[config.mk]
export PLATFORM = sky130hd
export DESIGN_NAME = nchw_to_blocked_channels_flat
export DESIGN_NICKNAME = d
export VERILOG_FILES = /design/src/design/ncb_pkg.sv /design/src/design/ncb_ifs.sv /design/src/design/ncb_emit.sv /design/src/design/nchw_to_blocked_channels.sv /design/src/flat_wrapper.sv
export SDC_FILE = /design/constraint.sdc
export NUM_CORES = 1
export LEC_CHECK = 0
export ABC_AREA = 1
export BUFFER_PORTS_ARGS = -buffer_cell sky130_fd_sc_hd__buf_2
export CAP_MARGIN = 10
export CORE_UTILIZATION = 55
export DETAILED_ROUTE_END_ITERATION = 8
export PLACE_DENSITY_LB_ADDON = 0.05
export SLEW_MARGIN = 30
export SYNTH_ARGS = -nofsm -noshare
export SYNTH_HDL_FRONTEND = slang
export SYNTH_SLANG_ARGS = --single-unit
export TNS_END_PERCENT = 10
[constraint.sdc]
create_clock -name clk -period 3.45 [get_ports clk]
set_input_delay 0.1725 -clock clk [delete_from_list [all_inputs] [get_ports clk]]
set_output_delay 0.1725 -clock clk [all_outputs]
set_load 0.01 [all_outputs]
[src/design/ncb_pkg.sv]
// ----------------------------------------------------------------------------
// ncb_pkg
// Shared widths, register indexes and the work-item type for the
// NCHW to channel-blocked reorder.
// ----------------------------------------------------------------------------
package ncb_pkg;

  localparam int BLOCK_SIZE_DEFAULT = 16;
  // Lane field covers the largest supported block (64 lanes).
  localparam int LANE_W = 6;

  localparam int VALUE_W    = 32;
  localparam int INDEX_W    = 32;
  localparam int CC_W       = 13;
  localparam int SS_W       = 21;
  localparam int CH_POS_W   = 12;
  localparam int SP_POS_W   = 20;
  localparam int CFG_ADDR_W = 1;
  localparam int CFG_DATA_W = 21;

  localparam logic [CC_W-1:0] CC_MIN   = 13'd1;
  localparam logic [CC_W-1:0] CC_MAX   = 13'd4096;
  localparam logic [CC_W-1:0] CC_RESET = 13'd16;
  localparam logic [SS_W-1:0] SS_MIN   = 21'd1;
  localparam logic [SS_W-1:0] SS_MAX   = 21'd1048576;
  localparam logic [SS_W-1:0] SS_RESET = 21'd1;

  localparam logic [CFG_ADDR_W-1:0] REG_CHANNEL_COUNT = 1'd0;
  localparam logic [CFG_ADDR_W-1:0] REG_SPATIAL_SIZE  = 1'd1;

  typedef struct packed {
    logic [INDEX_W-1:0] dest_index;
    logic [VALUE_W-1:0] value;
    logic [LANE_W-1:0]  lane;
    logic               last_chan;
    logic               image_done;
  } job_t;

endpackage

[src/design/ncb_ifs.sv]
// ----------------------------------------------------------------------------
// ncb_ifs
// Stream and configuration channel interfaces (valid/ready).
// ----------------------------------------------------------------------------
interface ncb_in_if;
  logic                       valid;
  logic                       ready;
  logic [ncb_pkg::VALUE_W-1:0] value;

  modport source (output valid, output value, input ready);
  modport sink   (input valid, input value, output ready);
endinterface

interface ncb_out_if;
  logic                        valid;
  logic                        ready;
  logic [ncb_pkg::INDEX_W-1:0] dest_index;
  logic [ncb_pkg::VALUE_W-1:0] value_out;
  logic                        is_padding;
  logic                        last_of_run;
  logic                        image_done;

  modport source (output valid, output dest_index, output value_out, output is_padding,
                  output last_of_run, output image_done, input ready);
  modport sink   (input valid, input dest_index, input value_out, input is_padding,
                  input last_of_run, input image_done, output ready);
endinterface

interface ncb_cfg_if;
  logic                           valid;
  logic                           ready;
  logic [ncb_pkg::CFG_ADDR_W-1:0] index;
  logic [ncb_pkg::CFG_DATA_W-1:0] data;

  modport source (output valid, output index, output data, input ready);
  modport sink   (input valid, input index, input data, output ready);
endinterface

[src/design/ncb_emit.sv]
// ----------------------------------------------------------------------------
// ncb_emit
// Job register plus output register; expands the padding lanes of the
// last channel one word per cycle while dst is ready.
// ----------------------------------------------------------------------------
module ncb_emit #(
  parameter int BLOCK_SIZE = ncb_pkg::BLOCK_SIZE_DEFAULT
) (
  input  logic          clk,
  input  logic          rst,
  input  ncb_pkg::job_t job_in,
  input  logic          job_in_valid,
  output logic          job_in_ready,
  ncb_out_if.source     dst
);

  localparam logic [ncb_pkg::LANE_W-1:0] LANE_END = ncb_pkg::LANE_W'(BLOCK_SIZE - 1);

  ncb_pkg::job_t job;
  logic          job_valid;

  logic [ncb_pkg::INDEX_W-1:0] dest_index;
  logic [ncb_pkg::VALUE_W-1:0] value_out;
  logic                        is_padding;
  logic                        last_of_run;
  logic                        image_done;
  logic [ncb_pkg::LANE_W-1:0]  lane;
  logic                        out_valid;

  logic out_free;
  logic job_take;
  logic pad_step;

  assign out_free     = !out_valid || dst.ready;
  assign pad_step     = out_free && out_valid && !last_of_run;
  assign job_take     = out_free && (!out_valid || last_of_run) && job_valid;
  assign job_in_ready = !job_valid || job_take;

  always_ff @(posedge clk) begin
    if (rst) begin
      job_valid <= 1'b0;
    end else if (job_in_valid && job_in_ready) begin
      job_valid <= 1'b1;
    end else if (job_take) begin
      job_valid <= 1'b0;
    end
  end

  always_ff @(posedge clk) begin
    if (job_in_valid && job_in_ready) begin
      job <= job_in;
    end
  end

  always_ff @(posedge clk) begin
    if (rst) begin
      out_valid <= 1'b0;
    end else if (out_free) begin
      out_valid <= pad_step || job_take;
    end
  end

  always_ff @(posedge clk) begin
    if (pad_step) begin
      dest_index  <= dest_index + 32'd1;
      value_out   <= '0;
      is_padding  <= 1'b1;
      lane        <= lane + 1'b1;
      last_of_run <= (lane + 1'b1) == LANE_END;
    end else if (job_take) begin
      dest_index  <= job.dest_index;
      value_out   <= job.value;
      is_padding  <= 1'b0;
      lane        <= job.lane;
      last_of_run <= !(job.last_chan && job.lane != LANE_END);
      image_done  <= job.image_done;
    end
  end

  assign dst.valid       = out_valid;
  assign dst.dest_index  = dest_index;
  assign dst.value_out   = value_out;
  assign dst.is_padding  = is_padding;
  assign dst.last_of_run = last_of_run;
  assign dst.image_done  = image_done;

endmodule

[src/design/nchw_to_blocked_channels.sv]
// ----------------------------------------------------------------------------
// nchw_to_blocked_channels
// Reorders one image's words from channel-major order into the
// channel-blocked layout and pads a partial final block with zeros.
//
//   channel  dir  word contents
//   src      in   value: source element, channel-major then spatial
//   dst      out  dest_index, value_out, is_padding, last_of_run, image_done
//   cfg      in   index 0: channel_count, index 1: spatial_size
//
// One source word per cycle while dst is ready and the word causes no padding;
// a last-channel word is then padded with zero words up to the block end, one
// lane per cycle while dst is ready. Words pass through a job register, then
// the output register, which absorb stalls. Synchronous reset clears the
// position counters and loads channel_count = 16, spatial_size = 1.
// ----------------------------------------------------------------------------
module nchw_to_blocked_channels #(
  parameter int BLOCK_SIZE = ncb_pkg::BLOCK_SIZE_DEFAULT
) (
  input  logic       clk,
  input  logic       rst,
  ncb_in_if.sink     src,
  ncb_out_if.source  dst,
  ncb_cfg_if.sink    cfg
);

  localparam logic [ncb_pkg::LANE_W-1:0] LANE_END = ncb_pkg::LANE_W'(BLOCK_SIZE - 1);
  localparam logic [ncb_pkg::INDEX_W-1:0] ROW_STEP = ncb_pkg::INDEX_W'(BLOCK_SIZE);

  logic [ncb_pkg::CC_W-1:0] channel_count;
  logic [ncb_pkg::SS_W-1:0] spatial_size;

  logic [ncb_pkg::CH_POS_W-1:0] channel_pos;
  logic [ncb_pkg::SP_POS_W-1:0] spatial_pos;
  logic [ncb_pkg::INDEX_W-1:0]  block_base;
  logic [ncb_pkg::INDEX_W-1:0]  row_off;
  logic [ncb_pkg::LANE_W-1:0]   lane;

  logic [ncb_pkg::CC_W-1:0] cc_sat;
  logic [ncb_pkg::SS_W-1:0] ss_sat;
  logic                     last_chan;
  logic                     last_pos;
  logic                     done;
  logic                     in_fire;
  logic                     job_ready;
  ncb_pkg::job_t            job;

  // config
  assign cfg.ready = 1'b1;

  always_ff @(posedge clk) begin
    if (rst) begin
      channel_count <= ncb_pkg::CC_RESET;
      spatial_size  <= ncb_pkg::SS_RESET;
    end else if (cfg.valid) begin
      unique case (cfg.index)
        ncb_pkg::REG_CHANNEL_COUNT: channel_count <= cfg.data[ncb_pkg::CC_W-1:0];
        ncb_pkg::REG_SPATIAL_SIZE:  spatial_size  <= cfg.data;
        default: ;
      endcase
    end
  end

  always_comb begin
    cc_sat = channel_count;
    if (channel_count < ncb_pkg::CC_MIN) cc_sat = ncb_pkg::CC_MIN;
    if (channel_count > ncb_pkg::CC_MAX) cc_sat = ncb_pkg::CC_MAX;
    ss_sat = spatial_size;
    if (spatial_size < ncb_pkg::SS_MIN) ss_sat = ncb_pkg::SS_MIN;
    if (spatial_size > ncb_pkg::SS_MAX) ss_sat = ncb_pkg::SS_MAX;
  end

  assign last_chan = {1'b0, channel_pos} >= (cc_sat - 13'd1);
  assign last_pos  = {1'b0, spatial_pos} >= (ss_sat - 21'd1);
  assign done      = last_chan && last_pos;
  assign in_fire   = src.valid && job_ready;
  assign src.ready = job_ready;

  always_comb begin
    job.dest_index = block_base + row_off + {{(ncb_pkg::INDEX_W-ncb_pkg::LANE_W){1'b0}}, lane};
    job.value      = src.value;
    job.lane       = lane;
    job.last_chan  = last_chan;
    job.image_done = done;
  end

  // position counters
  always_ff @(posedge clk) begin
    if (rst) begin
      channel_pos <= '0;
      spatial_pos <= '0;
      block_base  <= '0;
      row_off     <= '0;
      lane        <= '0;
    end else if (in_fire) begin
      priority if (done) begin
        channel_pos <= '0;
        spatial_pos <= '0;
        block_base  <= '0;
        row_off     <= '0;
        lane        <= '0;
      end else if (last_pos) begin
        spatial_pos <= '0;
        row_off     <= '0;
        channel_pos <= channel_pos + 12'd1;
        if (lane == LANE_END) begin
          lane       <= '0;
          block_base <= block_base
                        + ROW_STEP * {{(ncb_pkg::INDEX_W-ncb_pkg::SS_W){1'b0}}, ss_sat};
        end else begin
          lane <= lane + 1'b1;
        end
      end else begin
        spatial_pos <= spatial_pos + 20'd1;
        row_off     <= row_off + ROW_STEP;
      end
    end
  end

  ncb_emit #(
    .BLOCK_SIZE(BLOCK_SIZE)
  ) u_emit (
    .clk          (clk),
    .rst          (rst),
    .job_in       (job),
    .job_in_valid (src.valid),
    .job_in_ready (job_ready),
    .dst          (dst)
  );

endmodule
[src/flat_wrapper.sv]
// flat-port wrapper written by rule: the top's interface ports become plain ports
module nchw_to_blocked_channels_flat 
#(
  parameter int BLOCK_SIZE = ncb_pkg::BLOCK_SIZE_DEFAULT
)
  (clk, rst, src_valid, src_value, src_ready, dst_valid, dst_dest_index, dst_value_out, dst_is_padding, dst_last_of_run, dst_image_done, dst_ready, cfg_valid, cfg_index, cfg_data, cfg_ready);
  ncb_in_if src_i ();
  ncb_out_if dst_i ();
  ncb_cfg_if cfg_i ();
  input  logic clk;
  input  logic rst;
  input wire logic [$bits(src_i.valid)-1:0] src_valid;
  input wire logic [$bits(src_i.value)-1:0] src_value;
  output wire logic [$bits(src_i.ready)-1:0] src_ready;
  output wire logic [$bits(dst_i.valid)-1:0] dst_valid;
  output wire logic [$bits(dst_i.dest_index)-1:0] dst_dest_index;
  output wire logic [$bits(dst_i.value_out)-1:0] dst_value_out;
  output wire logic [$bits(dst_i.is_padding)-1:0] dst_is_padding;
  output wire logic [$bits(dst_i.last_of_run)-1:0] dst_last_of_run;
  output wire logic [$bits(dst_i.image_done)-1:0] dst_image_done;
  input wire logic [$bits(dst_i.ready)-1:0] dst_ready;
  input wire logic [$bits(cfg_i.valid)-1:0] cfg_valid;
  input wire logic [$bits(cfg_i.index)-1:0] cfg_index;
  input wire logic [$bits(cfg_i.data)-1:0] cfg_data;
  output wire logic [$bits(cfg_i.ready)-1:0] cfg_ready;
  assign src_i.valid = src_valid;
  assign src_i.value = src_value;
  assign src_ready = src_i.ready;
  assign dst_valid = dst_i.valid;
  assign dst_dest_index = dst_i.dest_index;
  assign dst_value_out = dst_i.value_out;
  assign dst_is_padding = dst_i.is_padding;
  assign dst_last_of_run = dst_i.last_of_run;
  assign dst_image_done = dst_i.image_done;
  assign dst_i.ready = dst_ready;
  assign cfg_i.valid = cfg_valid;
  assign cfg_i.index = cfg_index;
  assign cfg_i.data = cfg_data;
  assign cfg_ready = cfg_i.ready;
  nchw_to_blocked_channels #(.BLOCK_SIZE(BLOCK_SIZE)) u_core (.clk(clk), .rst(rst), .src(src_i), .dst(dst_i), .cfg(cfg_i));
endmodule
==> metrics.csv <==
stage,metric,value,unit
placement,Post-DP Area,17900,um^2
global_route,GRT Total Usage,0.266,
power,Pwr Density,405,nW/um^2
setup_path,critical path arrival,4.12,ns
setup_path,crit path launch type,flop,
logic_synthesis,post-synthesis mux area share,0,
finish,Layout Area Growth over Synthesis,25.6,%
power,Worst IR Drop VDD,0.407,mV
power,Pwr Total,8.19,mW
worst_hold_path,Worst Hold Depth,4,
run_status,status,"finished, violations left",
setup_path,Worst Reg-to-Reg Cells,27,
die,I/O pin count,129,
setup_path,Worst R2R Start,u_core.spatial_size[2]$_SDFFE_PP0P_,
logic_synthesis,post-synthesis xor/xnor area fraction,0.0690,
setup_path,critical path peak fanout,7,
logic_synthesis,area share of the leading cell type in the synthesized netlist,0.207,
sta,Final WS setup,-0.206,ns
clock_tree,CTS buffer count,31,
clock_tree,clock-pin transition on the worst setup and hold timing paths,0.06,ns
global_route,vias in the first global route,14000,
detailed_routing,Final ANT Viol Nets,0,
logic_synthesis,Synth Instances,2091,
logic_synthesis,largest area contributor in the netlist,edfxtp_1,
finish,share of layout cells above drive strength 1,0.181,
detailed_routing,Vias,14600,
setup_path,Setup crit start,u_core.spatial_size[2]$_SDFFE_PP0P_,
sta,final hold vios,0,
logic_synthesis,Post-Synth Simple-Gate Area,0.254,
worst_hold_path,hold_sp,src_valid,
run_status,failing checks,negative setup slack,
detailed_routing,vias per cell,5.20,
sta,Post-Route Skew,0.0202,ns
die,Initial Util,0.560,
sta,setup tns final,-9.25,ns
logic_synthesis,"Seq/Total Area, Yosys",0.409,
placement,Final GP Congestion,0.926,
setup_path,WP data required,3.91,ns
logic_synthesis,Synth cell types,48,
finish,Finished Cell Area,20200,um^2
logic_synthesis,Post-Syn Area per Cell,7.71,um^2
die,Chip Height,173,um
clock_tree,Skew-Pair Late Insertion Delay,0.58,ns
logic_synthesis,Syn. warnings,0,
die,num rows,62,
finish,register area,6610,um^2
sta,fin crit share,1.06,
job,Max-cap violations,0,
clock_tree,CTS Sinks,274,
sta,"Slew Viols, Final",0,
placement,number of port buffers,127,
logic_synthesis,Synth Area in Adders,0.0958,
sta,RSZ-0062 raised after global routing,yes,
detailed_routing,Starting DRT DRC Count,787,
clock_tree,clock root cell,clkbuf_16,
clock_tree,CTS HTree Levels,1,
global_route,Congestion Overflow GR,0,
sta,FMAX,274,MHz
die,core region area,28800,um^2
finish,Fillers,2381,
sta,max_slew headroom,0.631,
logic_synthesis,synthesized area,16100,um^2
logic_synthesis,top area cells in the synthesized netlist,"edfxtp_1 21%, dfxtp_1 20%, nand2_1 11%, ha_1 9.1%, nor2_1 7.3%",
finish,Ant. Diodes,0,
logic_synthesis,Compound-Gate Fraction of Synth Area,0.103,
global_route,first-pass GRT wire length,66100,um
power,LEAKAGE,9.32,nW
detailed_routing,total wire length,40800,um
die,Die X,173,um
global_route,maximum number of pins on one net before global-route repair,74,
sta,Worst Tran Pin Value,0.552,ns
placement,final HPWL from detailed placement,29500,um
global_route,antenna violations before repair,0,
detailed_routing,First-pass DRT Iterations,7,
detailed_routing,DRC viols,0,
worst_hold_path,Hold Crit Class,in2reg,
clock_tree,TritonCTS clock tree,done,
setup_path,nature of the critical path endpoint,flop,
detailed_routing,routed len/inst,14.5,um
sta,# setup viols final,93,
logic_synthesis,Synth Register Bits,274,
logic_synthesis,largest family of logic cells by synthesized area,simple AND/OR/NAND/NOR gates,
clock_tree,deepest clock path buffer count,3,
setup_path,critical path type,reg2reg,
die,die area,30000,um^2
sta,crit path time final,3.66,ns
finish,multi-input gate area in the final layout,8840,um^2
finish,Final nets,2575,
-- report_power, final --
part / internal, mW / switching, mW
sequential: 3.57 / 0.0987
combinational: 0.517 / 0.675
clock: 1.98 / 1.35
-- routing by layer --
metal	share of wire	global-route usage
met1	0.44	0.330
met2	0.49	0.474
met3	0.037	0.0303
met4	0.038	0.104
met5	0	0
-- worst max-delay path, stage by stage, from the launching register on --
cell and delay (ns):
dfxtp_2 0.32, nor2_1 0.10, nand2_1 0.09, nor2_4 0.12, nand2_1 0.09, o41ai_2 0.21
nand2_1 0.13, ha_2 0.22, buf_4 0.15, xor2_1 0.16, ha_1 0.31, nand2_2 0.11
nor3_2 0.17, nand4_1 0.13, nor2_1 0.12, nor2_1 0.05, nand2_1 0.06, nand2_1 0.05
nand2_2 0.06, nand2_2 0.06, nand2_4 0.09, buf_6 0.12, nand3_4 0.16, buf_12 0.21
nand2_1 0.08, nand2_1 0.06, nand2_1 0.06, nor2_1 0.04
-- cell type report --
class,instances,share of cell area
clock buffer,40,0.0425
clock inverter,18,0.00884
inverter,224,0.0420
multi-input combinational,1545,0.437
sequential,274,0.326
tap,384,0.0237
timing repair buffer,319,0.120
-- final timing paths --
kind,end,slack (ns)
setup / recovery,u_core.block_base[16]$_SDFFE_PP0P_,-0.21
hold / removal,u_core.spatial_pos[2]$_SDFFE_PP0P_,0.02
setup reg to reg,u_core.block_base[16]$_SDFFE_PP0P_,-0.21
hold reg to reg,u_core.u_emit.dst.image_done$_DFFE_PP_,0.42
-- cell usage after synthesis, drive strengths merged --
library cell / count
nand2: 466
nor2: 319
inv: 221
dfxtp: 163
o21ai: 140
a21oi: 127
ha: 117
edfxtp: 111
nand3: 93
xor2: 81
xnor2: 46
nor3: 35
nand4: 32
clkbuf: 31
buf: 21
nor4: 16
nand3b: 14
o211ai: 8
a211oi: 5
a31oi: 5
o21bai: 5
a21o: 4
fa: 4
nor3b: 4
clkinv: 3
o21a: 3
o31ai: 3
o41ai: 3
a21boi: 2
conb: 2
or2: 2
a31o: 1
o2111a: 1
o221ai: 1
o22ai: 1
o311ai: 1
-- timing repair --
item / 4_1_cts / 5_1_grt
endpoints found under the setup margin: 95 / 97
resized for setup: 24 / 104
cloned: 1 / 6
endpoints found under the hold margin: 66 / 0
buffers inserted: 0 / 14
pin swaps: 4 / 29
hold buffers: 54 / 0
-- flip-flops by register name, summed over array words and instances (netlist names) --
signal / flops
u_core.u_emit.dst.value_out: 32
u_core.channel_count: 13
u_core.u_emit.dst.last_of_run: 1
u_core.u_emit.job_valid: 1
u_core.spatial_pos: 20
u_core.u_emit.dst.image_done: 1
u_core.lane: 6
u_core.u_emit.job: 71
u_core.row_off: 28
u_core.channel_pos: 12
u_core.u_emit.lane: 6
u_core.spatial_size: 21
u_core.u_emit.dst.valid: 1
u_core.u_emit.dst.is_padding: 1
u_core.block_base: 28
u_core.u_emit.dst.dest_index: 32
-- layout by cell type (no fill, tap or decap), types with 5 or more instances in the layout --
| cell type | netlist | final |
|---|---|---|
| nand2_4 | 0 | 7 |
| o21ai_0 | 138 | 135 |
| conb_1 | 2 | 6 |
| buf_2 | 8 | 127 |
| a21oi_2 | 0 | 8 |
| dfxtp_1 | 163 | 151 |
| nand3b_1 | 14 | 14 |
| o211ai_1 | 8 | 8 |
| dfxtp_2 | 0 | 12 |
| nor2_1 | 313 | 294 |
| nor2_4 | 3 | 10 |
| ha_1 | 117 | 114 |
| xnor2_1 | 46 | 45 |
| a31oi_1 | 5 | 5 |
| nand2_1 | 464 | 426 |
| nand4_1 | 32 | 32 |
| dlygate4sd3_1 | 0 | 54 |
| clkinv_2 | 1 | 7 |
| inv_1 | 219 | 212 |
| nand3_1 | 91 | 88 |
| buf_4 | 9 | 116 |
| nand2_2 | 2 | 33 |
| nor3_1 | 34 | 31 |
| nor4_1 | 14 | 11 |
| clkbuf_16 | 0 | 36 |
| buf_6 | 3 | 9 |
| a21oi_1 | 127 | 119 |
| a211oi_1 | 5 | 5 |
| o21bai_1 | 5 | 5 |
| nor2_2 | 3 | 15 |
| buf_12 | 0 | 6 |
| clkbuf_1 | 31 | 5 |
| clkinv_1 | 2 | 6 |
| edfxtp_1 | 111 | 111 |
| inv_2 | 2 | 7 |
| xor2_1 | 81 | 77 |
-- metrics by stage --
step	hold slack, ns	utilization	cells	setup WS, ns
floorplan	0.271	-	2095	0.00815
finish	0.0196	0.704	2804	-0.206
CTS	0.00530	0.683	2784	-0.255
global route	0.0491	0.704	2804	-0.458
global placement	0.349	0.624	2671	-0.405
detailed placement	0.351	0.624	2671	-0.353
-- logic make-up (layout without fill, tap and decap cells) --
family,after synthesis,after routing
other,2,6
buffers and inverters,276,601
AO/OA/AOI/OAI,310,310
flip-flops,274,274
adder cells (fa/ha/maj),121,121
AND/OR/NAND/NOR,981,981
XOR/XNOR,127,127
Note: power is estimated with default switching activity, not from simulation.
